<file path="src/rtl/core/assert_macros.svh">
// ----------------------------------------------------------------------------
// Assertion macros
// Shared concurrent assertion wrappers; they expand to nothing in synthesis.
// ----------------------------------------------------------------------------
`ifndef ASSERT_MACROS_SVH
`define ASSERT_MACROS_SVH
`ifndef SYNTHESIS
// check a property on every rising clock edge outside reset
`define ASSERT_HOLDS(lbl, clk, rst_n, prop) \
	lbl: assert property (@(posedge clk) disable iff (!rst_n) prop) \
		else $error("assertion failed");
// check that a condition never shows up outside reset
`define ASSERT_NEVER(lbl, clk, rst_n, expr) \
	lbl: assert property (@(posedge clk) disable iff (!rst_n) !(expr)) \
		else $error("forbidden condition seen");
`else
`define ASSERT_HOLDS(lbl, clk, rst_n, prop)
`define ASSERT_NEVER(lbl, clk, rst_n, expr)
`endif
`endif

</file>
<file path="src/rtl/core/gdnc_pkg.sv">
// ----------------------------------------------------------------------------
// Gregorian day number converter package
// Field widths, calendar constants, month table and controller/datapath types.
// ----------------------------------------------------------------------------
package gdnc_pkg;

	// field widths
	localparam int YEAR_W  = 16;
	localparam int MONTH_W = 4;
	localparam int DAY_W   = 5;
	localparam int DN_W    = 25;
	localparam int TDATA_W = 56;

	// internal widths
	localparam int YI_W    = 18;            // working year, holds one step past the range
	localparam int DOY_W   = 9;             // day of year 1..366
	localparam int KY_W    = 24;
	localparam int EP_W    = DN_W + KY_W;   // year estimate product
	localparam int EP_SH   = 32;
	localparam int YEST_W  = EP_W - EP_SH;
	localparam int JC_W    = 17;            // biased year for the century quotient
	localparam int K100_W  = 18;
	localparam int JP_W    = JC_W + K100_W;
	localparam int K100_SH = 24;
	localparam int Q_W     = JP_W - K100_SH;

	// request codes
	localparam logic CMD_TO_DN   = 1'b0;
	localparam logic CMD_TO_DATE = 1'b1;

	localparam logic [MONTH_W-1:0] MONTH_MIN = 4'd1;
	localparam logic [MONTH_W-1:0] MONTHS    = 4'd12;
	localparam logic [MONTH_W-1:0] MONTH_FEB = 4'd2;

	// day number of January 0 of years -32768 and 32768
	localparam logic signed [DN_W-1:0] DN_LO = -25'sd12647208;
	localparam logic signed [DN_W-1:0] DN_HI = 25'sd11289324;

	// year estimate: u = n - DN_LO - 1, years = u * K_YEAR / 2^32, K_YEAR = 2^32 / 365.2425
	localparam logic [DN_W-1:0]        U_BIAS   = 25'd12647207;
	localparam logic [KY_W-1:0]        K_YEAR   = 24'd11759221;
	localparam logic signed [YI_W-1:0] YEAR_OFS = 18'sd32768;

	// century quotient: floor((y + 99) / 100) with a bias of 400 centuries
	localparam logic signed [YI_W-1:0] JC_BIAS  = 18'sd40099;
	localparam logic [K100_W-1:0]      K100     = 18'd167773;
	localparam logic signed [Q_W-1:0]  Q_BIAS   = 11'sd400;
	localparam logic [JC_W-1:0]        REM_TOP  = 17'd99;

	localparam logic signed [DN_W-1:0] JAN0_BIAS = -25'sd678942;
	localparam logic signed [DN_W:0]   YEAR_LEN  = 26'sd365;
	localparam logic [DOY_W-1:0]       DOY_MAX   = 9'd366;

	// days before the first of a month in a common year
	function automatic logic [DOY_W-1:0] month_start(input logic [MONTH_W-1:0] m);
		logic [DOY_W-1:0] s;
		unique case (m)
			4'd1:    s = 9'd0;
			4'd2:    s = 9'd31;
			4'd3:    s = 9'd59;
			4'd4:    s = 9'd90;
			4'd5:    s = 9'd120;
			4'd6:    s = 9'd151;
			4'd7:    s = 9'd181;
			4'd8:    s = 9'd212;
			4'd9:    s = 9'd243;
			4'd10:   s = 9'd273;
			4'd11:   s = 9'd304;
			4'd12:   s = 9'd334;
			default: s = 9'd0;
		endcase
		return s;
	endfunction

	// controller to datapath
	typedef struct packed {
		logic load_in;   // capture the request word
		logic est;       // multiply out the year estimate
		logic yset;      // take the estimate as working year
		logic ydec;      // step year down
		logic yinc;      // step year up
		logic j1;        // January 0: century product
		logic j2;        // January 0: century quotient and remainder
		logic j3;        // January 0: sum and leap flag
		logic out_dn;    // load day number result
		logic out_date;  // load date result
		logic out_err;   // load error result
	} dp_cmd_t;

	// datapath to controller
	typedef struct packed {
		logic cmd;       // request code
		logic month_ok;
		logic dn_ok;
		logic j_ge;      // January 0 of working year is not before n
		logic j1_lt;     // January 0 of next year is before n
	} dp_sts_t;

endpackage

</file>
<file path="src/rtl/core/gdnc_dp.sv">
// ----------------------------------------------------------------------------
// Converter datapath
// Request registers, year estimate, January 0 evaluator, month search and
// result register.
// ----------------------------------------------------------------------------
`include "assert_macros.svh"

module gdnc_dp (
	input  logic                          clk,
	input  logic                          arst_n,
	input  logic [gdnc_pkg::TDATA_W-1:0]  s_tdata,  // year, month, day, day_number
	input  logic                          s_tuser,  // command
	input  gdnc_pkg::dp_cmd_t             cmd,
	output gdnc_pkg::dp_sts_t             sts,
	output logic [gdnc_pkg::TDATA_W-1:0]  m_tdata,  // result_day_number, result_year,
	                                                // result_month, result_day
	output logic                          m_tuser   // range_error
);
	import gdnc_pkg::*;

	logic                       cmd_q;
	logic [MONTH_W-1:0]         month_q;
	logic [DAY_W-1:0]           day_q;
	logic signed [DN_W-1:0]     dn_q;
	logic signed [YI_W-1:0]     y_q;
	logic [EP_W-1:0]            eprod_q;
	logic [JC_W-1:0]            jc_q;
	logic [JP_W-1:0]            jprod_q;
	logic signed [Q_W-1:0]      q100_q;
	logic                       rz_q;
	logic signed [DN_W-1:0]     jan_q;
	logic                       leap_q;

	logic signed [DN_W-1:0]     dn_out_q;
	logic [YEAR_W-1:0]          yr_out_q;
	logic [MONTH_W-1:0]         mo_out_q;
	logic [DAY_W-1:0]           dy_out_q;
	logic                       err_out_q;

	logic [DN_W-1:0]            u_w;
	logic [EP_W-1:0]            eprod_w;
	logic signed [YI_W-1:0]     jc_w;
	logic [JP_W-1:0]            jprod_w;
	logic [Q_W-1:0]             q_w;
	logic [JC_W-1:0]            rem_w;
	logic signed [Q_W-1:0]      q400_w;
	logic signed [YI_W-1:0]     q4_w;
	logic signed [DN_W-1:0]     y365_w;
	logic signed [DN_W-1:0]     jan_w;
	logic                       leap_w;
	logic signed [DN_W:0]       j1_w;
	logic                       adj0_w;
	logic signed [DN_W-1:0]     dn_res_w;
	logic [DN_W-1:0]            diff_w;
	logic [DOY_W-1:0]           doy_w;
	logic [MONTH_W-1:0]         mon_w;
	logic [DOY_W-1:0]           dy_full_w;

	// year estimate from the biased day number
	assign u_w     = $unsigned(dn_q) + U_BIAS;
	assign eprod_w = EP_W'(u_w) * EP_W'(K_YEAR);

	// century quotient by reciprocal multiplication
	assign jc_w    = y_q + JC_BIAS;
	assign jprod_w = JP_W'(jc_w[JC_W-1:0]) * JP_W'(K100);
	assign q_w     = jprod_q[JP_W-1 -: Q_W];
	assign rem_w   = jc_q - JC_W'(q_w) * JC_W'(7'd100);

	// January 0 of the working year and its leap flag
	assign q400_w = (q100_q + Q_W'(3)) >>> 2;
	assign q4_w   = (y_q + YI_W'(3)) >>> 2;
	assign y365_w = DN_W'(y_q) * DN_W'(365);
	assign jan_w  = y365_w + DN_W'(q4_w) - DN_W'(q100_q) + DN_W'(q400_w) + JAN0_BIAS;
	assign leap_w = (y_q[1:0] == 2'b00) && (!rz_q || (y_q[3:0] == 4'b0000));

	// January 0 of the following year
	assign j1_w = DN_W'(jan_q) + YEAR_LEN + $signed({{DN_W{1'b0}}, leap_q});

	// date to day number
	assign adj0_w   = (month_q > MONTH_FEB) && leap_q;
	assign dn_res_w = jan_q + $signed(DN_W'(month_start(month_q))) + $signed(DN_W'(day_q))
		+ $signed(DN_W'(adj0_w));

	// day of year, then the last month that starts on or before it
	assign diff_w = $unsigned(dn_q - jan_q);
	assign doy_w  = diff_w[DOY_W-1:0];

	always_comb begin
		mon_w = MONTH_MIN;
		for (int i = 2; i <= int'(MONTHS); i++) begin
			if (month_start(MONTH_W'(i)) + DOY_W'(1) + DOY_W'((i > 2) && leap_q) <= doy_w) begin
				mon_w = MONTH_W'(i);
			end
		end
	end

	assign dy_full_w = doy_w - month_start(mon_w) - DOY_W'((mon_w > MONTH_FEB) && leap_q);

	// request and working registers
	always_ff @(posedge clk) begin
		if (cmd.load_in) begin
			cmd_q   <= s_tuser;
			y_q     <= YI_W'($signed(s_tdata[15:0]));
			month_q <= s_tdata[19:16];
			day_q   <= s_tdata[24:20];
			dn_q    <= $signed(s_tdata[49:25]);
		end else if (cmd.yset) begin
			y_q <= $signed({1'b0, eprod_q[EP_W-1 -: YEST_W]}) - YEAR_OFS;
		end else if (cmd.ydec) begin
			y_q <= y_q - YI_W'(1);
		end else if (cmd.yinc) begin
			y_q <= y_q + YI_W'(1);
		end
		if (cmd.est) begin
			eprod_q <= eprod_w;
		end
		if (cmd.j1) begin
			jc_q    <= jc_w[JC_W-1:0];
			jprod_q <= jprod_w;
		end
		if (cmd.j2) begin
			q100_q <= $signed(q_w) - Q_BIAS;
			rz_q   <= (rem_w == REM_TOP);
		end
		if (cmd.j3) begin
			jan_q  <= jan_w;
			leap_q <= leap_w;
		end
	end

	// result register
	always_ff @(posedge clk or negedge arst_n) begin
		if (!arst_n) begin
			dn_out_q  <= '0;
			yr_out_q  <= '0;
			mo_out_q  <= '0;
			dy_out_q  <= '0;
			err_out_q <= 1'b0;
		end else if (cmd.out_dn) begin
			dn_out_q  <= dn_res_w;
			yr_out_q  <= '0;
			mo_out_q  <= '0;
			dy_out_q  <= '0;
			err_out_q <= 1'b0;
		end else if (cmd.out_date) begin
			dn_out_q  <= '0;
			yr_out_q  <= y_q[YEAR_W-1:0];
			mo_out_q  <= mon_w;
			dy_out_q  <= dy_full_w[DAY_W-1:0];
			err_out_q <= 1'b0;
		end else if (cmd.out_err) begin
			dn_out_q  <= '0;
			yr_out_q  <= '0;
			mo_out_q  <= '0;
			dy_out_q  <= '0;
			err_out_q <= 1'b1;
		end
	end

	// status to the controller
	assign sts.cmd      = cmd_q;
	assign sts.month_ok = (month_q >= MONTH_MIN) && (month_q <= MONTHS);
	assign sts.dn_ok    = (dn_q > DN_LO) && (dn_q <= DN_HI);
	assign sts.j_ge     = (jan_q >= dn_q);
	assign sts.j1_lt    = (j1_w < DN_W'(dn_q));

	assign m_tdata = {{(TDATA_W - DN_W - YEAR_W - MONTH_W - DAY_W){1'b0}},
		dy_out_q, mo_out_q, yr_out_q, dn_out_q};
	assign m_tuser = err_out_q;

	`ASSERT_HOLDS(a_doy_range, clk, arst_n, cmd.out_date |-> (doy_w >= DOY_W'(1) && doy_w <= DOY_MAX))
	`ASSERT_HOLDS(a_year_found, clk, arst_n, cmd.out_date |-> (!sts.j_ge && !sts.j1_lt))
	`ASSERT_HOLDS(a_month_valid, clk, arst_n, cmd.out_date |=> (mo_out_q >= MONTH_MIN && mo_out_q <= MONTHS))
	`ASSERT_HOLDS(a_err_clears, clk, arst_n, err_out_q |-> (dn_out_q == '0 && yr_out_q == '0 && mo_out_q == '0 && dy_out_q == '0))

endmodule

</file>
<file path="src/rtl/core/gdnc_ctrl.sv">
// ----------------------------------------------------------------------------
// Converter controller
// Sequences one request through the datapath and owns both handshakes.
// ----------------------------------------------------------------------------
`include "assert_macros.svh"

module gdnc_ctrl (
	input  logic                clk,
	input  logic                arst_n,
	input  logic                s_tvalid,
	output logic                s_tready,
	output logic                m_tvalid,
	input  logic                m_tready,
	input  gdnc_pkg::dp_sts_t   sts,
	output gdnc_pkg::dp_cmd_t   cmd
);
	import gdnc_pkg::*;

	typedef enum logic [7:0] {
		ST_IDLE = 8'b0000_0001,
		ST_EST  = 8'b0000_0010,
		ST_YSET = 8'b0000_0100,
		ST_J1   = 8'b0000_1000,
		ST_J2   = 8'b0001_0000,
		ST_J3   = 8'b0010_0000,
		ST_ADJ  = 8'b0100_0000,
		ST_FIN  = 8'b1000_0000
	} state_t;

	state_t state_q, state_d;
	logic   err_q, err_d;
	logic   out_valid_q;
	logic   out_free;
	logic   out_load;

	assign out_free = !out_valid_q || m_tready;
	assign s_tready = (state_q == ST_IDLE);
	assign m_tvalid = out_valid_q;
	assign out_load = cmd.out_dn || cmd.out_date || cmd.out_err;

	// next state and datapath commands
	always_comb begin
		state_d = state_q;
		err_d   = err_q;
		cmd     = '0;
		unique case (state_q)
			ST_IDLE: begin
				if (s_tvalid) begin
					cmd.load_in = 1'b1;
					err_d       = 1'b0;
					state_d     = ST_EST;
				end
			end
			ST_EST: begin
				if (sts.cmd == CMD_TO_DN) begin
					if (sts.month_ok) begin
						state_d = ST_J1;
					end else begin
						err_d   = 1'b1;
						state_d = ST_FIN;
					end
				end else if (sts.dn_ok) begin
					cmd.est = 1'b1;
					state_d = ST_YSET;
				end else begin
					err_d   = 1'b1;
					state_d = ST_FIN;
				end
			end
			ST_YSET: begin
				cmd.yset = 1'b1;
				state_d  = ST_J1;
			end
			ST_J1: begin
				cmd.j1  = 1'b1;
				state_d = ST_J2;
			end
			ST_J2: begin
				cmd.j2  = 1'b1;
				state_d = ST_J3;
			end
			ST_J3: begin
				cmd.j3  = 1'b1;
				state_d = (sts.cmd == CMD_TO_DATE) ? ST_ADJ : ST_FIN;
			end
			ST_ADJ: begin
				// step the year until n falls inside it
				priority if (sts.j_ge) begin
					cmd.ydec = 1'b1;
					state_d  = ST_J1;
				end else if (sts.j1_lt) begin
					cmd.yinc = 1'b1;
					state_d  = ST_J1;
				end else begin
					state_d = ST_FIN;
				end
			end
			ST_FIN: begin
				// hold until the result register frees up
				if (out_free) begin
					priority if (err_q) begin
						cmd.out_err = 1'b1;
					end else if (sts.cmd == CMD_TO_DATE) begin
						cmd.out_date = 1'b1;
					end else begin
						cmd.out_dn = 1'b1;
					end
					state_d = ST_IDLE;
				end
			end
			default: begin
				state_d = ST_IDLE;
			end
		endcase
	end

	// state, error flag and result valid
	always_ff @(posedge clk or negedge arst_n) begin
		if (!arst_n) begin
			state_q     <= ST_IDLE;
			err_q       <= 1'b0;
			out_valid_q <= 1'b0;
		end else begin
			state_q <= state_d;
			err_q   <= err_d;
			if (out_load) begin
				out_valid_q <= 1'b1;
			end else if (m_tready) begin
				out_valid_q <= 1'b0;
			end
		end
	end

	`ASSERT_HOLDS(a_out_free, clk, arst_n, out_load |-> (!out_valid_q || m_tready))
	`ASSERT_HOLDS(a_busy_after_accept, clk, arst_n, (s_tvalid && s_tready) |=> (state_q != ST_IDLE))
	`ASSERT_HOLDS(a_jan0_seq, clk, arst_n, (state_q == ST_J1) |=> (state_q == ST_J2) ##1 (state_q == ST_J3))

endmodule

</file>
<file path="src/rtl/core/gregorian_day_number_converter.sv">
// ----------------------------------------------------------------------------
// Gregorian day number converter
// Converts a proleptic Gregorian date to a Modified Julian Day number
// (command 0) or back (command 1), one request at a time. A request is taken
// only while the converter is idle. Its result then sits in an output
// register, so the next request can be taken while that word waits. A date
// to day number request passes the month check and the January 0 evaluator
// before its result loads. A day number to date request first multiplies out
// the year estimate and takes it as the working year, then runs the evaluator
// once more for each step that corrects the year estimate (usually none, at
// most two). A bad month, or a day number whose year lies outside
// -32768..32767, returns with range_error set and all other fields zero. The
// next request can be accepted in the cycle after the result loads, even while
// that word still waits in the output register. No clearing pass follows reset.
// ----------------------------------------------------------------------------
module gregorian_day_number_converter (
	input  logic                          clk,
	input  logic                          arst_n,
	input  logic                          s_tvalid,
	output logic                          s_tready,
	input  logic [gdnc_pkg::TDATA_W-1:0]  s_tdata,   // year[15:0], month[19:16], day[24:20],
	                                                 // day_number[49:25]
	input  logic                          s_tuser,   // command
	output logic                          m_tvalid,
	input  logic                          m_tready,
	output logic [gdnc_pkg::TDATA_W-1:0]  m_tdata,   // result_day_number[24:0],
	                                                 // result_year[40:25],
	                                                 // result_month[44:41],
	                                                 // result_day[49:45]
	output logic                          m_tuser    // range_error
);
	import gdnc_pkg::*;

	dp_cmd_t dp_cmd;
	dp_sts_t dp_sts;

	// sequence the request
	gdnc_ctrl u_ctrl (
		.clk      (clk),
		.arst_n   (arst_n),
		.s_tvalid (s_tvalid),
		.s_tready (s_tready),
		.m_tvalid (m_tvalid),
		.m_tready (m_tready),
		.sts      (dp_sts),
		.cmd      (dp_cmd)
	);

	// do the arithmetic and hold the result word
	gdnc_dp u_dp (
		.clk     (clk),
		.arst_n  (arst_n),
		.s_tdata (s_tdata),
		.s_tuser (s_tuser),
		.cmd     (dp_cmd),
		.sts     (dp_sts),
		.m_tdata (m_tdata),
		.m_tuser (m_tuser)
	);

endmodule

</file>
<file path="config.mk">
export PLATFORM = sky130hd
export DESIGN_NAME = gregorian_day_number_converter
export DESIGN_NICKNAME = d
export VERILOG_FILES = /design/src/rtl/core/gdnc_pkg.sv /design/src/rtl/core/gdnc_dp.sv /design/src/rtl/core/gdnc_ctrl.sv /design/src/rtl/core/gregorian_day_number_converter.sv
export VERILOG_INCLUDE_DIRS = /design/src /design/src/rtl/core
export SDC_FILE = /design/constraint.sdc
export NUM_CORES = 2
export LEC_CHECK = 0
export BUFFER_PORTS_ARGS = -buffer_cell sky130_fd_sc_hd__buf_4
export CAP_MARGIN = 20
export CORE_MARGIN = 2
export CORE_UTILIZATION = 30
export DETAILED_ROUTE_END_ITERATION = 10
export SKIP_LAST_GASP = 1
export SLEW_MARGIN = 20
export SYNTH_ARGS = -nofsm -noshare
export SYNTH_HDL_FRONTEND = slang
export SYNTH_SLANG_ARGS = --single-unit
</file>
<file path="constraint.sdc">
create_clock -name clk -period 21.1 [get_ports clk]
set_input_delay 2.11 -clock clk [delete_from_list [all_inputs] [get_ports clk]]
set_output_delay 2.11 -clock clk [all_outputs]
set_load 0.05 [all_outputs]
</file>
==> flow_summary.toml <==
[status]
status = "completed"

[global_routing]
antenna_found_initial = 11
grt_pass1_vias = 25860
grt_pass1_wl_um = 148200
grt_max_degree = 62
grt_usage = 0.1521
grt-ovfl-total = 0

[clocking]
post-cts-setup-buffer-count = 0
h-tree-depth = 1
hold_buffers = 0
tritoncts = "yes"
clkSinkCount = 206
numCtsBuffers = 25
cts-root-buf = "clkbuf_16"
path_clk_slew_ps = 60
insertion_delay_ps = 570
ctsLongestPathBuffers = 3
cts_resized = 0

[floorplanning]
fp.coreArea_mm2 = 0.1214
die_x_um = 353.0
initial_utilization = 0.3010
die-area_mm2 = 0.1246
io_pins = 120
num_rows = 128
die_height_um = 353.0

[yosys]
synthFlopType = "edfxtp_1"
syn_area_mm2 = 0.03654
synth_cells = 3650
ys_seq_area_frac = 0.1585
syn_area_per_cell_um2 = 10.01
yosys_register_bits = 206
yosys-top-cells-area = "fa_1, ha_1, edfxtp_1"
synth_edf_count = 136
synth.distinct_cells = 95
ys_warn_count = 0
synth_largest_area_cell = "fa_1"
synth_top_area_share = 0.2948
async_flop_share = 0.2961

[worst_setup_path]
crit_path_top_delay_cell = "xnor2_1"
arrival_ps = 11220
r2r-start = "u_dp.dn_q[0]$_DFFE_PP_"
critical_path_class = "flip-flop to flip-flop"
end_kind = "flip-flop"
slowest_delay_ps = 740
cp_common_cell = "fa_1"
ff2ff_path_depth = 30
crit_fanout = 11
start_kind = "flip-flop"
r2r-end = "u_dp.eprod_q[37]$_DFFE_PP_"
required_ps = 21510
rrSetupSlack_ps = 10280

[placed_design]
post-dp-hpwl_um = 81710
place_congestion = 0.9228
port_buffers = 107

[finish]
mostFrequentLayoutCell = "inv_1"
syn_to_final_growth_pct = 10.34
nets = 5058
final_layout_size_suffix_gt1_frac = 0.05813
final_cell_mix = "inv_1, ha_1, fa_1"
fill_cells = 12490

[sta]
maxSlewHeadroom = 0.2109
drv_slew = 0
max_slew.worst_pin.slew_ps = 1175
fmaxAchievable_ghz = 0.09246
period_needed_ps = 10820
fin_tns_setup_ps = 0
finalHoldViolCount = 0
setup_violations = 0
fin_crit_sh = 0.5126
rsz0062_at_grt = "no"
skew_ps = 30.07

[routing]
drc = 0
final_antenna_net_count = 0
routed_wirelength_um = 93210
vias = 25070
drt_iter0_markers = 1519
wire_per_inst_um = 17.17
routed_via_density = 4.618
first_pass_iters = 5

[hold_path]
hold_path_class = "flip-flop to flip-flop"
hold_start = "u_dp.yr_out_q[7]$_DFFE_PN0P_"
hold_depth = 2
hold-path-endpoint = "u_dp.yr_out_q[7]$_DFFE_PN0P_"

[flow_run]
maxCapViolations = 0
==> sequential cells by signal, indices dropped and copies added (netlist names), 11 cells and up, named ones only <==
signal and count:
u_dp.jan_q 25, u_dp.yr_out_q 16, u_dp.dn_out_q 25, u_dp.y_q 18, u_dp.jprod_q 13, u_dp.eprod_q 17, u_dp.jc_q 15, u_dp.q100_q 11
u_dp.dn_q 25
==> worst max-delay path by stage <==
stage / from / to / slack (ps) / depth (start not counted)
2_1_floorplan: u_dp.dn_q[0]$_DFFE_PP_ / u_dp.eprod_q[40]$_DFFE_PP_ / 12410 / 30
3_3_place_gp: u_dp.dn_q[0]$_DFFE_PP_ / u_dp.eprod_q[37]$_DFFE_PP_ / 10390 / 30
3_5_place_dp: u_dp.dn_q[0]$_DFFE_PP_ / u_dp.eprod_q[37]$_DFFE_PP_ / 10280 / 30
4_1_cts: u_dp.dn_q[0]$_DFFE_PP_ / u_dp.eprod_q[37]$_DFFE_PP_ / 10190 / 30
5_1_grt: u_dp.dn_q[0]$_DFFE_PP_ / u_dp.eprod_q[37]$_DFFE_PP_ / 9680 / 30
6_report: u_dp.dn_q[0]$_DFFE_PP_ / u_dp.eprod_q[37]$_DFFE_PP_ / 10280 / 30
==> per-stage QoR <==
stage	util	cells	cell area, µm²	hold slack [ps]	setup WS, ps
after floorplan	-	3655	36560	484.0	12410
after global placement	0.3251	5382	39470	468.6	10390
after detailed placement	0.3251	5382	39470	472.0	10280
after CTS	0.3320	5427	40300	485.3	10190
after global routing	0.3321	5427	40310	507.4	9678
final	0.3321	5428	40310	479.0	10280
==> worst max-delay path: cells and delay by family, from the launching register on <==
| kind | cells | cell delay, ps |
|---|---|---|
| fa+ha+maj | 9 | 4740 |
| compound gates | 6 | 2190 |
| xor+xnor | 1 | 740 |
| simple gates | 9 | 1360 |
| buf+inv | 5 | 1080 |
| flops | 1 | 550 |
==> cells by family after synthesis <==
logic type	Yosys count	share of synthesized area
buf+inv	977	0.1016
compound gates	477	0.08695
fa+ha+maj	1213	0.5259
mux	11	0.003219
simple gates	565	0.07548
other cells	1	0.0001026
flops	206	0.1585
xor+xnor	200	0.04815
==> Yosys cell counts, drive strengths merged (4+ instances only) <==
| cell | number |
|---|---|
| a2111oi | 7 |
| a211o | 6 |
| a211oi | 18 |
| a21boi | 5 |
| a21o | 47 |
| a21oi | 126 |
| a22o | 11 |
| a311oi | 4 |
| a31oi | 23 |
| and2 | 11 |
| and3 | 7 |
| and4 | 5 |
| and4b | 4 |
| buf | 16 |
| clkbuf | 25 |
| dfrtp | 60 |
| dfxtp | 9 |
| edfxtp | 136 |
| fa | 538 |
| ha | 675 |
| inv | 935 |
| mux2i | 8 |
| nand2 | 149 |
| nand2b | 22 |
| nand3 | 50 |
| nand3b | 5 |
| nand4 | 30 |
| nand4b | 4 |
| nor2 | 155 |
| nor2b | 22 |
| nor3 | 43 |
| nor3b | 6 |
| nor4 | 15 |
| o2111ai | 4 |
| o211ai | 17 |
| o21a | 36 |
| o21ai | 104 |
| o21bai | 13 |
| o31ai | 13 |
| o41ai | 4 |
| or2 | 7 |
| or3 | 14 |
| or4 | 13 |
| xnor2 | 149 |
| xor2 | 51 |
==> per-layer routing <==
layer | wire length [µm] | GRT usage | up-vias
met5 | 66 | 0 | -
met4 | 2794 | 0.04281 | 12
met3 | 5831 | 0.02786 | 126
met2 | 39720 | 0.2290 | 583
met1 | 44800 | 0.2220 | 12290
li1 | - | - | 12060
==> layout make-up <==
cell class | count | area [µm²] | share of cell area
repair buffers | 143 | 1074 | 0.02663
flip-flops and latches | 206 | 5792 | 0.1437
diodes | 1 | 2.502 | 0.00006207
well taps | 1625 | 2033 | 0.05043
clock inverters | 12 | 96.34 | 0.002390
inverters | 936 | 3513 | 0.08715
multi-input cells | 2472 | 27060 | 0.6714
clock buffers | 33 | 738.2 | 0.01831
Power is left out: the tool's default activity adds up to more than one toggle a clock period on the data nets, which glitch-free logic cannot reach.
